[config.mk]
export PLATFORM = sky130hd
export DESIGN_NAME = diff_drive_wheel_speed_ramp
export DESIGN_NICKNAME = d
export VERILOG_FILES = /design/src/rtl/core/ddws_pkg.sv /design/src/rtl/core/ddws_div.sv /design/src/rtl/core/ddws_core.sv /design/src/rtl/core/diff_drive_wheel_speed_ramp.sv
export SDC_FILE = /design/constraint.sdc
export NUM_CORES = 2
export LEC_CHECK = 0
export ABC_AREA = 0
export BUFFER_PORTS_ARGS = -buffer_cell sky130_fd_sc_hd__buf_4
export CAP_MARGIN = 15
export CORE_AREA = 5 5 313 315
export CTS_CLUSTER_DIAMETER = 30
export CTS_CLUSTER_SIZE = 14
export DETAILED_ROUTE_END_ITERATION = 7
export DIE_AREA = 0 0 318 320
export SLEW_MARGIN = 20
export SYNTH_ARGS = -nofsm -noshare
export SYNTH_HDL_FRONTEND = slang
export SYNTH_SLANG_ARGS = --single-unit
[constraint.sdc]
create_clock -name clk_i -period 12.65 [get_ports clk_i]
set_input_delay 2.53 -clock clk_i [delete_from_list [all_inputs] [get_ports clk_i]]
set_output_delay 2.53 -clock clk_i [all_outputs]
set_load 0.01 [all_outputs]
[src/rtl/core/ddws_pkg.sv]
// types and constants of the differential drive wheel speed ramp
`timescale 1ns / 1ps
`default_nettype none

package ddws_pkg;

  // field and register widths
  localparam int unsigned RAD_W      = 21;
  localparam int unsigned BASE_W     = 11;
  localparam int unsigned LIMIT_W    = 20;
  localparam int unsigned MSPD_W     = 14;
  localparam int unsigned ACCEL_W    = 14;
  localparam int unsigned MST_W      = 16;
  localparam int unsigned HALF_W     = MST_W - 1;
  localparam int unsigned OUT_SPD_W  = 14;
  localparam int unsigned TIME_W     = 15;
  localparam int unsigned MAG_W      = 20;
  localparam int unsigned DVS_W      = 21;
  localparam int unsigned MUL_B_W    = 20;
  localparam int unsigned CFG_IDX_W  = 3;
  localparam int unsigned CFG_DATA_W = 20;

  // ms per second over the 0.1 cm/s speed unit
  localparam int unsigned TIME_SCALE = 100;

  // register indexes
  localparam logic [CFG_IDX_W-1:0] CFG_BASE  = 3'd0;
  localparam logic [CFG_IDX_W-1:0] CFG_LIMIT = 3'd1;
  localparam logic [CFG_IDX_W-1:0] CFG_MSPD  = 3'd2;
  localparam logic [CFG_IDX_W-1:0] CFG_ACCEL = 3'd3;
  localparam logic [CFG_IDX_W-1:0] CFG_MST   = 3'd4;

  // register reset values
  localparam logic [BASE_W-1:0]  RST_BASE  = 11'd300;
  localparam logic [LIMIT_W-1:0] RST_LIMIT = 20'd10000;
  localparam logic [MSPD_W-1:0]  RST_MSPD  = 14'd1000;
  localparam logic [ACCEL_W-1:0] RST_ACCEL = 14'd50;
  localparam logic [MST_W-1:0]   RST_MST   = 16'd1000;

  typedef struct packed {
    logic [BASE_W-1:0]  base;
    logic [LIMIT_W-1:0] limit;
    logic [MSPD_W-1:0]  mspd;
    logic [ACCEL_W-1:0] accel;
    logic [MST_W-1:0]   mst;
  } cfg_t;

  typedef struct packed {
    logic idle;
    logic res_valid;
  } core_sts_t;

  typedef enum logic [2:0] {
    ST_IDLE,
    ST_CLAMP,
    ST_MUL,
    ST_DIV_START,
    ST_DIV_WAIT,
    ST_RAMP,
    ST_HOLD
  } state_e;

  typedef enum logic [2:0] {
    OP_OUTER,
    OP_INNER,
    OP_TIME_R,
    OP_TIME_L,
    OP_STEP
  } op_e;

endpackage

`default_nettype wire

[src/rtl/core/ddws_div.sv]
// shared radix-4 restoring divider, two quotient bits per cycle
`timescale 1ns / 1ps
`default_nettype none

module ddws_div #(
  parameter int unsigned DVD_W = 40,
  parameter int unsigned DVS_W = 21
) (
  input  logic             clk_i,
  input  logic             rst_ni,
  input  logic             start_i,
  input  logic [DVD_W-1:0] dividend_i,
  input  logic [DVS_W-1:0] divisor_i,
  output logic             done_o,
  output logic [DVD_W-1:0] quotient_o
);

  localparam int unsigned ITER  = (DVD_W + 1) / 2;
  localparam int unsigned QW    = 2 * ITER;
  localparam int unsigned CNT_W = $clog2(ITER + 1);

  logic [DVS_W-1:0] rem_q;
  logic [QW-1:0]    quo_q;
  logic [DVS_W-1:0] dvs_q;
  logic [CNT_W-1:0] cnt_q;
  logic             done_q;

  logic [DVS_W:0]   tmp1, tmp2;
  logic             ge1, ge2;
  logic [DVS_W-1:0] rem1, rem2;
  logic [QW-1:0]    quo1, quo2;

  // two dependent compare and subtract steps
  always_comb begin
    tmp1 = {rem_q, quo_q[QW-1]};
    ge1  = tmp1 >= {1'b0, dvs_q};
    rem1 = ge1 ? DVS_W'(tmp1 - {1'b0, dvs_q}) : tmp1[DVS_W-1:0];
    quo1 = {quo_q[QW-2:0], ge1};
    tmp2 = {rem1, quo1[QW-1]};
    ge2  = tmp2 >= {1'b0, dvs_q};
    rem2 = ge2 ? DVS_W'(tmp2 - {1'b0, dvs_q}) : tmp2[DVS_W-1:0];
    quo2 = {quo1[QW-2:0], ge2};
  end

  // iteration counter and done pulse
  always_ff @(posedge clk_i or negedge rst_ni) begin
    if (!rst_ni) begin
      cnt_q  <= '0;
      done_q <= 1'b0;
    end else begin
      done_q <= 1'b0;
      if (start_i) begin
        cnt_q <= CNT_W'(ITER);
      end else if (cnt_q != '0) begin
        cnt_q <= cnt_q - CNT_W'(1);
        if (cnt_q == CNT_W'(1)) begin
          done_q <= 1'b1;
        end
      end
    end
  end

  // remainder and quotient shift registers
  always_ff @(posedge clk_i) begin
    if (start_i) begin
      rem_q <= '0;
      quo_q <= QW'(dividend_i);
      dvs_q <= divisor_i;
    end else if (cnt_q != '0) begin
      rem_q <= rem2;
      quo_q <= quo2;
    end
  end

  assign done_o     = done_q;
  assign quotient_o = quo_q[DVD_W-1:0];

endmodule

`default_nettype wire

[src/rtl/core/ddws_core.sv]
// sequencer and datapath around the shared multiplier and divider
`timescale 1ns / 1ps
`default_nettype none

module ddws_core import ddws_pkg::*; #(
  parameter int unsigned SPEED_BITS = 14
) (
  input  logic                    clk_i,
  input  logic                    rst_ni,
  input  logic                    start_i,
  input  logic signed [RAD_W-1:0] turn_radius_i,
  input  cfg_t                    cfg_i,
  input  logic                    take_i,
  output core_sts_t               sts_o,
  output logic signed [RAD_W-1:0] applied_radius_o,
  output logic [OUT_SPD_W-1:0]    right_speed_o,
  output logic [OUT_SPD_W-1:0]    left_speed_o,
  output logic [TIME_W-1:0]       right_ramp_ms_o,
  output logic [TIME_W-1:0]       left_ramp_ms_o
);

  localparam int unsigned MUL_A_W = (SPEED_BITS > MAG_W) ? SPEED_BITS : MAG_W;
  localparam int unsigned PROD_W  = MUL_A_W + MUL_B_W;
  localparam logic [SPEED_BITS-1:0] SPEED_MAX = '1;

  state_e state_q, state_d;
  op_e    op_q, op_d;

  logic [RAD_W-1:0]      raw_q;
  logic                  neg_q;
  logic [MAG_W-1:0]      mag_q;
  logic [PROD_W-1:0]     prod_q;
  logic [DVS_W-1:0]      dvs_q;
  logic [ACCEL_W-1:0]    addend_q;
  logic [SPEED_BITS-1:0] outer_q, inner_q, step_q;
  logic [SPEED_BITS-1:0] prev_r_q, prev_l_q;
  logic                  keep_r_q, keep_l_q, clt_r_q, clt_l_q;
  logic [TIME_W-1:0]     t_r_q, t_l_q;
  logic [RAD_W-1:0]      res_rad_q;
  logic [OUT_SPD_W-1:0]  res_rs_q, res_ls_q;
  logic [TIME_W-1:0]     res_rt_q, res_lt_q;

  logic ld_mag, ld_prod, div_start, wb, ld_res;

  logic [RAD_W-1:0]      mag_full;
  logic [MAG_W-1:0]      mag_clamp;
  logic [HALF_W-1:0]     half;
  logic [SPEED_BITS-1:0] tgt_r, tgt_l, dv_r, dv_l;
  logic [MUL_A_W-1:0]    mul_a;
  logic [MUL_B_W-1:0]    mul_b;
  logic [PROD_W-1:0]     prod;
  logic [DVS_W-1:0]      dvs_d;
  logic [ACCEL_W-1:0]    addend_d;
  logic                  div_done;
  logic [PROD_W-1:0]     quo;
  logic [PROD_W-1:0]     sat_src;
  logic [SPEED_BITS-1:0] quo_sat;
  logic                  accel_zero;
  logic [SPEED_BITS-1:0] spd_r, spd_l;
  logic [TIME_W-1:0]     time_r, time_l;
  logic [RAD_W-1:0]      applied;

  // speed after the ramp rules for one wheel
  function automatic logic [SPEED_BITS-1:0] ramp_speed(
    input logic [SPEED_BITS-1:0] prev,
    input logic [SPEED_BITS-1:0] tgt,
    input logic [SPEED_BITS-1:0] acc_step,
    input logic                  keep,
    input logic                  clt
  );
    logic [SPEED_BITS:0]   up;
    logic [SPEED_BITS-1:0] res;
    up = {1'b0, prev} + {1'b0, acc_step};
    if (keep) begin
      res = prev;
    end else if (clt) begin
      if (tgt > prev) begin
        res = up[SPEED_BITS] ? SPEED_MAX : up[SPEED_BITS-1:0];
      end else begin
        res = (acc_step > prev) ? '0 : prev - acc_step;
      end
    end else begin
      res = tgt;
    end
    return res;
  endfunction

  // radius magnitude and clamp
  always_comb begin
    mag_full = raw_q[RAD_W-1] ? (~raw_q + RAD_W'(1)) : raw_q;
    if (mag_full < RAD_W'(cfg_i.base)) begin
      mag_clamp = MAG_W'(cfg_i.base);
    end else if (mag_full > RAD_W'(cfg_i.limit)) begin
      mag_clamp = MAG_W'(cfg_i.limit);
    end else begin
      mag_clamp = mag_full[MAG_W-1:0];
    end
  end

  // wheel targets and speed deltas
  assign half  = cfg_i.mst[MST_W-1:1];
  assign tgt_r = neg_q ? inner_q : outer_q;
  assign tgt_l = neg_q ? outer_q : inner_q;
  assign dv_r  = (tgt_r > prev_r_q) ? tgt_r - prev_r_q : prev_r_q - tgt_r;
  assign dv_l  = (tgt_l > prev_l_q) ? tgt_l - prev_l_q : prev_l_q - tgt_l;
  assign accel_zero = (cfg_i.accel == '0);

  // operand select for the shared multiplier and divider
  always_comb begin
    mul_a    = '0;
    mul_b    = '0;
    dvs_d    = '0;
    addend_d = '0;
    case (op_q)
      OP_OUTER: begin
        mul_a = MUL_A_W'(cfg_i.mspd);
        mul_b = mag_q;
        dvs_d = DVS_W'(cfg_i.limit);
      end
      OP_INNER: begin
        mul_a = MUL_A_W'(outer_q);
        mul_b = mag_q - MAG_W'(cfg_i.base);
        dvs_d = DVS_W'(mag_q) + DVS_W'(cfg_i.base);
      end
      OP_TIME_R: begin
        mul_a    = MUL_A_W'(dv_r);
        mul_b    = MUL_B_W'(TIME_SCALE);
        dvs_d    = DVS_W'(cfg_i.accel);
        addend_d = accel_zero ? '0 : cfg_i.accel - ACCEL_W'(1);
      end
      OP_TIME_L: begin
        mul_a    = MUL_A_W'(dv_l);
        mul_b    = MUL_B_W'(TIME_SCALE);
        dvs_d    = DVS_W'(cfg_i.accel);
        addend_d = accel_zero ? '0 : cfg_i.accel - ACCEL_W'(1);
      end
      OP_STEP: begin
        mul_a = MUL_A_W'(cfg_i.accel);
        mul_b = MUL_B_W'(half);
        dvs_d = DVS_W'(TIME_SCALE);
      end
      default: begin
        mul_a = '0;
      end
    endcase
  end

  assign prod = PROD_W'(mul_a) * PROD_W'(mul_b);

  // shared divider
  ddws_div #(
    .DVD_W (PROD_W),
    .DVS_W (DVS_W)
  ) u_div (
    .clk_i      (clk_i),
    .rst_ni     (rst_ni),
    .start_i    (div_start),
    .dividend_i (prod_q + PROD_W'(addend_q)),
    .divisor_i  (dvs_q),
    .done_o     (div_done),
    .quotient_o (quo)
  );

  // saturate a quotient to the speed range
  assign sat_src = (op_q == OP_OUTER && cfg_i.limit == '0) ? PROD_W'(cfg_i.mspd) : quo;
  assign quo_sat = (|sat_src[PROD_W-1:SPEED_BITS]) ? SPEED_MAX
                                                    : sat_src[SPEED_BITS-1:0];

  // final speeds, times and radius
  assign spd_r   = ramp_speed(prev_r_q, tgt_r, step_q, keep_r_q, clt_r_q);
  assign spd_l   = ramp_speed(prev_l_q, tgt_l, step_q, keep_l_q, clt_l_q);
  assign time_r  = (keep_r_q || clt_r_q) ? half : t_r_q;
  assign time_l  = (keep_l_q || clt_l_q) ? half : t_l_q;
  assign applied = neg_q ? (~RAD_W'(mag_q) + RAD_W'(1)) : RAD_W'(mag_q);

  // next state
  always_comb begin
    state_d = state_q;
    case (state_q)
      ST_IDLE:      if (start_i) state_d = ST_CLAMP;
      ST_CLAMP:     state_d = ST_MUL;
      ST_MUL:       state_d = ST_DIV_START;
      ST_DIV_START: state_d = ST_DIV_WAIT;
      ST_DIV_WAIT: begin
        if (div_done) begin
          state_d = (op_q == OP_STEP) ? ST_RAMP : ST_MUL;
        end
      end
      ST_RAMP:      state_d = ST_HOLD;
      ST_HOLD:      if (take_i) state_d = ST_IDLE;
      default:      state_d = ST_IDLE;
    endcase
  end

  // next operation in the fixed order
  always_comb begin
    case (op_q)
      OP_OUTER:  op_d = OP_INNER;
      OP_INNER:  op_d = OP_TIME_R;
      OP_TIME_R: op_d = OP_TIME_L;
      OP_TIME_L: op_d = OP_STEP;
      default:   op_d = OP_OUTER;
    endcase
  end

  // sequencer outputs
  always_comb begin
    ld_mag          = (state_q == ST_CLAMP);
    ld_prod         = (state_q == ST_MUL);
    div_start       = (state_q == ST_DIV_START);
    wb              = (state_q == ST_DIV_WAIT) && div_done;
    ld_res          = (state_q == ST_RAMP);
    sts_o.idle      = (state_q == ST_IDLE);
    sts_o.res_valid = (state_q == ST_HOLD);
  end

  // control state and previous speeds
  always_ff @(posedge clk_i or negedge rst_ni) begin
    if (!rst_ni) begin
      state_q  <= ST_IDLE;
      op_q     <= OP_OUTER;
      prev_r_q <= '0;
      prev_l_q <= '0;
    end else begin
      state_q <= state_d;
      if (start_i && state_q == ST_IDLE) begin
        op_q <= OP_OUTER;
      end else if (wb) begin
        op_q <= op_d;
      end
      if (ld_res) begin
        prev_r_q <= spd_r;
        prev_l_q <= spd_l;
      end
    end
  end

  // datapath registers
  always_ff @(posedge clk_i) begin
    if (start_i && state_q == ST_IDLE) begin
      raw_q <= $unsigned(turn_radius_i);
      neg_q <= turn_radius_i[RAD_W-1];
    end
    if (ld_mag) begin
      mag_q <= mag_clamp;
    end
    if (ld_prod) begin
      prod_q   <= prod;
      dvs_q    <= dvs_d;
      addend_q <= addend_d;
    end
    if (wb) begin
      case (op_q)
        OP_OUTER: outer_q <= quo_sat;
        OP_INNER: inner_q <= (mag_q <= MAG_W'(cfg_i.base)) ? '0 : quo[SPEED_BITS-1:0];
        OP_TIME_R: begin
          keep_r_q <= accel_zero ? (dv_r == '0) : (quo <= PROD_W'(1));
          clt_r_q  <= accel_zero ? (dv_r != '0) : (quo > PROD_W'(half));
          t_r_q    <= quo[TIME_W-1:0];
        end
        OP_TIME_L: begin
          keep_l_q <= accel_zero ? (dv_l == '0) : (quo <= PROD_W'(1));
          clt_l_q  <= accel_zero ? (dv_l != '0) : (quo > PROD_W'(half));
          t_l_q    <= quo[TIME_W-1:0];
        end
        OP_STEP:  step_q <= quo_sat;
        default:  step_q <= step_q;
      endcase
    end
    if (ld_res) begin
      res_rad_q <= applied;
      res_rs_q  <= OUT_SPD_W'(spd_r);
      res_ls_q  <= OUT_SPD_W'(spd_l);
      res_rt_q  <= time_r;
      res_lt_q  <= time_l;
    end
  end

  assign applied_radius_o = $signed(res_rad_q);
  assign right_speed_o    = res_rs_q;
  assign left_speed_o     = res_ls_q;
  assign right_ramp_ms_o  = res_rt_q;
  assign left_ramp_ms_o   = res_lt_q;

endmodule

`default_nettype wire

[src/rtl/core/diff_drive_wheel_speed_ramp.sv]
// Differential drive wheel speed ramp. Each turn radius transfer is clamped
// in magnitude to [base_radius, straight_radius_limit], turned into outer and
// inner wheel speeds, and given a half S-curve ramp time per wheel, with the
// previous wheel speeds kept as state. Each item makes five passes through the
// one radix-4 divider (outer speed, inner speed, two ramp times, the clamped
// speed step), each fed by a registered product of the shared multiplier. The
// input is stalled while an item is in work; a finished result waits in the
// output register so the next item can be taken meanwhile. The user must write
// the configuration registers only while the block is idle; the block itself
// does not enforce it.
`timescale 1ns / 1ps
`default_nettype none

module diff_drive_wheel_speed_ramp import ddws_pkg::*; #(
  parameter int unsigned SPEED_BITS = 14
) (
  input  logic                    clk_i,
  input  logic                    rst_ni,
  input  logic                    in_valid_i,
  output logic                    in_stall_o,
  input  logic signed [RAD_W-1:0] turn_radius_i,
  output logic                    out_valid_o,
  input  logic                    out_stall_i,
  output logic signed [RAD_W-1:0] applied_radius_o,
  output logic [OUT_SPD_W-1:0]    right_speed_o,
  output logic [OUT_SPD_W-1:0]    left_speed_o,
  output logic [TIME_W-1:0]       right_ramp_ms_o,
  output logic [TIME_W-1:0]       left_ramp_ms_o,
  input  logic                    cfg_we_i,
  input  logic [CFG_IDX_W-1:0]    cfg_idx_i,
  input  logic [CFG_DATA_W-1:0]   cfg_data_i
);

  cfg_t      cfg_q;
  core_sts_t core_sts;
  logic      in_xfer, take;
  logic      out_valid_q;

  logic signed [RAD_W-1:0] core_rad;
  logic [OUT_SPD_W-1:0]    core_rs, core_ls;
  logic [TIME_W-1:0]       core_rt, core_lt;

  logic signed [RAD_W-1:0] rad_q;
  logic [OUT_SPD_W-1:0]    rs_q, ls_q;
  logic [TIME_W-1:0]       rt_q, lt_q;

  // configuration registers
  always_ff @(posedge clk_i or negedge rst_ni) begin
    if (!rst_ni) begin
      cfg_q.base  <= RST_BASE;
      cfg_q.limit <= RST_LIMIT;
      cfg_q.mspd  <= RST_MSPD;
      cfg_q.accel <= RST_ACCEL;
      cfg_q.mst   <= RST_MST;
    end else if (cfg_we_i) begin
      case (cfg_idx_i)
        CFG_BASE:  cfg_q.base  <= cfg_data_i[BASE_W-1:0];
        CFG_LIMIT: cfg_q.limit <= cfg_data_i[LIMIT_W-1:0];
        CFG_MSPD:  cfg_q.mspd  <= cfg_data_i[MSPD_W-1:0];
        CFG_ACCEL: cfg_q.accel <= cfg_data_i[ACCEL_W-1:0];
        CFG_MST:   cfg_q.mst   <= cfg_data_i[MST_W-1:0];
        default:   cfg_q       <= cfg_q;
      endcase
    end
  end

  // input transfer and result hand-off
  assign in_stall_o = !core_sts.idle;
  assign in_xfer    = in_valid_i && !in_stall_o;
  assign take       = core_sts.res_valid && (!out_valid_q || !out_stall_i);

  ddws_core #(
    .SPEED_BITS (SPEED_BITS)
  ) u_core (
    .clk_i            (clk_i),
    .rst_ni           (rst_ni),
    .start_i          (in_xfer),
    .turn_radius_i    (turn_radius_i),
    .cfg_i            (cfg_q),
    .take_i           (take),
    .sts_o            (core_sts),
    .applied_radius_o (core_rad),
    .right_speed_o    (core_rs),
    .left_speed_o     (core_ls),
    .right_ramp_ms_o  (core_rt),
    .left_ramp_ms_o   (core_lt)
  );

  // output valid
  always_ff @(posedge clk_i or negedge rst_ni) begin
    if (!rst_ni) begin
      out_valid_q <= 1'b0;
    end else if (take) begin
      out_valid_q <= 1'b1;
    end else if (!out_stall_i) begin
      out_valid_q <= 1'b0;
    end
  end

  // output payload
  always_ff @(posedge clk_i) begin
    if (take) begin
      rad_q <= core_rad;
      rs_q  <= core_rs;
      ls_q  <= core_ls;
      rt_q  <= core_rt;
      lt_q  <= core_lt;
    end
  end

  assign out_valid_o      = out_valid_q;
  assign applied_radius_o = rad_q;
  assign right_speed_o    = rs_q;
  assign left_speed_o     = ls_q;
  assign right_ramp_ms_o  = rt_q;
  assign left_ramp_ms_o   = lt_q;

endmodule

`default_nettype wire

==> results summary <==
The run finished with clean final reports. The net count after synthesis is 4946. The biggest cell delay along the critical path came out at 0.90 ns. The ratio of cells with drive above 1 in the final layout came out at 12.3%. Summing every instance area after synthesis gives 0.0422 sq mm. Clock tree synthesis inserted a total of 116 buffers. The transition time at the pin with the least slew margin came out at 1.04 ns. The share of the yosys chip area belonging to registers is 36.7%. The layer flagged by global routing as most heavily used is met2. The number of distinct standard cells referenced by the synthesized netlist is 88. The hold-fix buffer count after cts is 0. Among all flip-flop cells after synthesis, the most frequent one is sky130_fd_sc_hd__edfxtp_1.

In this design, the largest share of critical-path delay is due to compound AO/OA/AOI/OAI gates. The worst slew margin relative to its limit is 30.0%. In the global route stage, overall resource usage came out at 25.3%. The buffer levels on the longest clock path is 3. In this run the horizontal extent of the chip is 318 um. The starting utilization of the core area came out at 44.6%. Counting instances, the worst hold path has a depth of 0. The setup TNS after final layout came out at 0 ns.

The reg2reg setup slack came out at 1.46 ns. Global routing consumed, on the met2 layer, 39.2% of the routing resources. Together, buffers and inverters on the worst path number 3.

TritonCTS built the clock tree. The number of warnings issued by yosys is 0. OpenSTA, run right after detailed placement, puts the worst setup slack at 1.50 ns. The portion of the clock cycle consumed by the worst path in the final layout is 88.4%.

The worst setup path is launched from a flip-flop. The number of cells on the worst reg-to-reg path is 30. After synthesis, the cell types taking the most area are sky130_fd_sc_hd__edfxtp_1 29%, sky130_fd_sc_hd__fa_1 11%, sky130_fd_sc_hd__ha_1 10%. The path class of the tightest hold or removal check is flip-flop to flip-flop. The final weighted congestion of routability-driven global placement came out at 0.964. The setup slack of the critical path after layout is 1.46 ns. The H-tree depth reported by CTS is 3. The remaining global-route overflow came out at 0. For hold timing, the worst endpoint is right_ramp_ms_o[6]. The first global-routing pass estimated 200000 um of wire. The number of DRC violations after detailed-routing iteration 0 came out at 2890. CTS placed an instance of sky130_fd_sc_hd__clkbuf_16 at the clock tree root. The tree built by TritonCTS fans out to 541 sinks. The routed layout has 33300 vias.

The total count of hold-check failures in the final report came out at 0. The number of instances resized during post-cts repair came out at 0. Of the post-synthesis cell area, the dominant cell type holds 28.8%. The average detailed-routed wire length per instance is 22.5 um. The synthesized design contains 541 register bits. The number of core rows is 113. Setup repair after global routing left no endpoint under its margin. The achievable frequency came out at 89.4 MHz.

The global routing met3 resource utilization came out at 4.77%. The average instance area after synthesis came out at 9.75 sq um. At the later pin of the worst-skew pair, clock insertion delay measures 0.72 ns.

The final routed DRC violation total is 0. The async set-or-reset flop fraction in the synthesized netlist is 21.3%. The start of the worst register-to-register path is u_core.neg_q.

The total non-filler cell area in the finished layout came out at 0.0488 sq mm. The max-capacitance violation count came out at 0. The count of input and output buffers came out at 129. The setup skew after layout is 0.0767 ns. The area growth from synthesis to layout is 15.6%. The standard cell core area came out at 0.0946 sq mm. Entering global routing, the biggest net connects 81 pins.

The final number of max-transition violations is 0. Once the clock tree was built, the setup fixing pass inserted 0 buffers. The sum of routed wire length over all layers came out at 131000 um. The number of global-route vias before repair came to 32400. The instance count of the mapped netlist came out at 4330. In this run the worst path has a maximum fanout of 18. The end of the worst register-to-register path is u_core.prod_q[33]. After layout, the minimum clock period comes to 11.19 ns. The total I/O pin count came out at 130. The initial antenna violation count came out at 1. The detailed-routing iteration count for the pre-antenna-repair pass is 5. The final setup violation count is 0.

For met1 alone, demand over resource in global routing was 36.0%. Yosys mapped a number of flops with a built-in enable equal to 405. Of all cell types, the one taking the most synthesized area is sky130_fd_sc_hd__edfxtp_1. The y dimension of the die came out at 320 um.

Clock-pin slew was measured on the worst setup and hold paths at 0.05 ns. In this run the most critical hold path is launched from u_core.right_ramp_ms_o[6]. After detailed placement, the total cell area comes to 0.0446 sq mm. The data arrival time of the critical path came out at 11.64 ns. By instance count, the cell type seen most on the critical path is sky130_fd_sc_hd__fa_1.

The slowest stage of the critical path belongs to the cell sky130_fd_sc_hd__edfxtp_1. The worst setup path is captured at a flip-flop. The floorplan step defined a die boundary enclosing 0.102 sq mm. At the end of the flow, the number of nets in the layout was 5064. The critical path required time came out at 13.10 ns. The HPWL after detailed placement is 102000 um. The detailed-route vias per instance came out at 5.72.

The final cell utilization of the core is 51.6%. The category of the most critical setup path is flip-flop to flip-flop. The post-detailed-route count of antenna-violating nets came out at 0.
cells by family after synthesis:
kind of cell             share of synthesized area, %
AO/OA/AOI/OAI                                    15.0
XOR/XNOR                                         3.94
adder cells (fa/ha/maj)                          20.8
buffers and inverters                            5.68
flip-flops                                       36.7
multiplexers                                     4.69
AND/OR/NAND/NOR                                  13.2
per-stage QoR:
step           hold WS [ns]  cells
2_1_floorplan         0.400   4330
3_3_place_gp          0.402   5594
3_5_place_dp          0.405   5594
4_1_cts               0.409   5815
5_1_grt               0.403   5816
6_report              0.405   5817
worst reg2reg max path, delay by kind of cell, from the launching register on:
| family | cells | cell delay [ns] |
|---|---|---|
| compound gates | 13 | 4.09 |
| xor+xnor | 2 | 0.22 |
| fa+ha+maj | 8 | 3.84 |
| buf+inv | 3 | 0.78 |
| flops | 1 | 0.90 |
| mux | 3 | 0.97 |
| simple gates | 1 | 0.14 |
cell usage after synthesis, types with 26 or more instances:
| cell type | instances |
|---|---|
| sky130_fd_sc_hd__a21o_1 | 69 |
| sky130_fd_sc_hd__xnor2_1 | 132 |
| sky130_fd_sc_hd__mux2i_1 | 101 |
| sky130_fd_sc_hd__fa_1 | 226 |
| sky130_fd_sc_hd__nand2b_1 | 56 |
| sky130_fd_sc_hd__o21a_1 | 39 |
| sky130_fd_sc_hd__or3_1 | 35 |
| sky130_fd_sc_hd__nor4_1 | 26 |
| sky130_fd_sc_hd__o21ai_1 | 43 |
| sky130_fd_sc_hd__xor2_1 | 58 |
| sky130_fd_sc_hd__nand3_1 | 50 |
| sky130_fd_sc_hd__a211oi_1 | 42 |
| sky130_fd_sc_hd__nor3_1 | 66 |
| sky130_fd_sc_hd__o211ai_1 | 40 |
| sky130_fd_sc_hd__edfxtp_1 | 405 |
| sky130_fd_sc_hd__nor2b_1 | 29 |
| sky130_fd_sc_hd__nand2_1 | 428 |
| sky130_fd_sc_hd__clkbuf_1 | 166 |
| sky130_fd_sc_hd__nand4_1 | 35 |
| sky130_fd_sc_hd__nor2_1 | 352 |
| sky130_fd_sc_hd__a31oi_1 | 35 |
| sky130_fd_sc_hd__a21oi_1 | 229 |
| sky130_fd_sc_hd__inv_1 | 440 |
| sky130_fd_sc_hd__o21ai_0 | 251 |
| sky130_fd_sc_hd__and2_1 | 49 |
| sky130_fd_sc_hd__ha_1 | 341 |
| sky130_fd_sc_hd__o31ai_1 | 48 |
| sky130_fd_sc_hd__dfrtp_1 | 91 |
| sky130_fd_sc_hd__mux2_2 | 80 |
sequential cells by signal (all words and copies together) (netlist names), 20 cells and up:
register and cells:
u_core.raw_q 20, u_core.u_div.quotient_o 40, u_core.dvs_q 21, u_core.prod_q 34, u_core.u_div.dvs_q 21, u_core.u_div.rem_q 21, applied_radius_o 21, cfg_q 74
u_core.mag_q 20, u_core.applied_radius_o 21
how the worst max path moves through the flow:
stage,from,to,cells past startpoint
after floorplan,u_core.neg_q,u_core.prod_q[33],38
after global placement,u_core.neg_q,u_core.prod_q[32],32
after detailed placement,u_core.neg_q,u_core.prod_q[33],30
after CTS,u_core.neg_q,u_core.prod_q[33],30
after global routing,u_core.neg_q,u_core.prod_q[26],32
final,u_core.neg_q,u_core.prod_q[33],30
layer usage:
| metal | up-vias | share of wire [%] |
|---|---|---|
| li1 | 15500 | - |
| met1 | 16300 | 45 |
| met2 | 1215 | 44 |
| met3 | 215 | 7.4 |
| met4 | 0 | 3.7 |
| met5 | - | 0 |
final cells by class:
type / instances / area (sq um)
Clock inverter: 90 / 1240
Timing Repair Buffer: 192 / 1440
Fill cell: 8619 / 45800
Tap cell: 1265 / 1580
Antenna cell: 1 / 2.50
Inverter: 443 / 1660
Sequential cell: 541 / 15500
Multi-Input combinational cell: 3154 / 24400
Clock buffer: 131 / 2980
cells in the final DEF (no fill, tap or decap), types with 21 or more instances in the layout:
cell	n
sky130_fd_sc_hd__a21oi_1	227
sky130_fd_sc_hd__fa_1	226
sky130_fd_sc_hd__a21o_1	69
sky130_fd_sc_hd__bufinv_16	21
sky130_fd_sc_hd__o21ai_1	42
sky130_fd_sc_hd__dfxtp_1	21
sky130_fd_sc_hd__nor2_1	345
sky130_fd_sc_hd__nor4_1	26
sky130_fd_sc_hd__mux2i_1	101
sky130_fd_sc_hd__dfrtp_1	88
sky130_fd_sc_hd__nand2_1	426
sky130_fd_sc_hd__xor2_1	58
sky130_fd_sc_hd__dfstp_2	24
sky130_fd_sc_hd__o21ai_0	250
sky130_fd_sc_hd__a31oi_1	35
sky130_fd_sc_hd__o211ai_1	40
sky130_fd_sc_hd__a211oi_1	42
sky130_fd_sc_hd__o21a_1	39
sky130_fd_sc_hd__edfxtp_1	405
sky130_fd_sc_hd__buf_4	192
sky130_fd_sc_hd__nor3_1	63
sky130_fd_sc_hd__ha_1	341
sky130_fd_sc_hd__or3_1	35
sky130_fd_sc_hd__o31ai_1	48
sky130_fd_sc_hd__xnor2_1	132
sky130_fd_sc_hd__and2_1	49
sky130_fd_sc_hd__clkbuf_16	116
sky130_fd_sc_hd__o21bai_1	25
sky130_fd_sc_hd__o22ai_1	21
sky130_fd_sc_hd__nand2b_1	56
sky130_fd_sc_hd__nand4_1	35
sky130_fd_sc_hd__mux2_2	80
sky130_fd_sc_hd__nor2b_1	29
sky130_fd_sc_hd__and3_1	25
sky130_fd_sc_hd__nand3_1	50
sky130_fd_sc_hd__inv_1	440
Power is left out: the tool's default activity adds up to more than one toggle a clock period on the data nets, which glitch-free logic cannot reach.
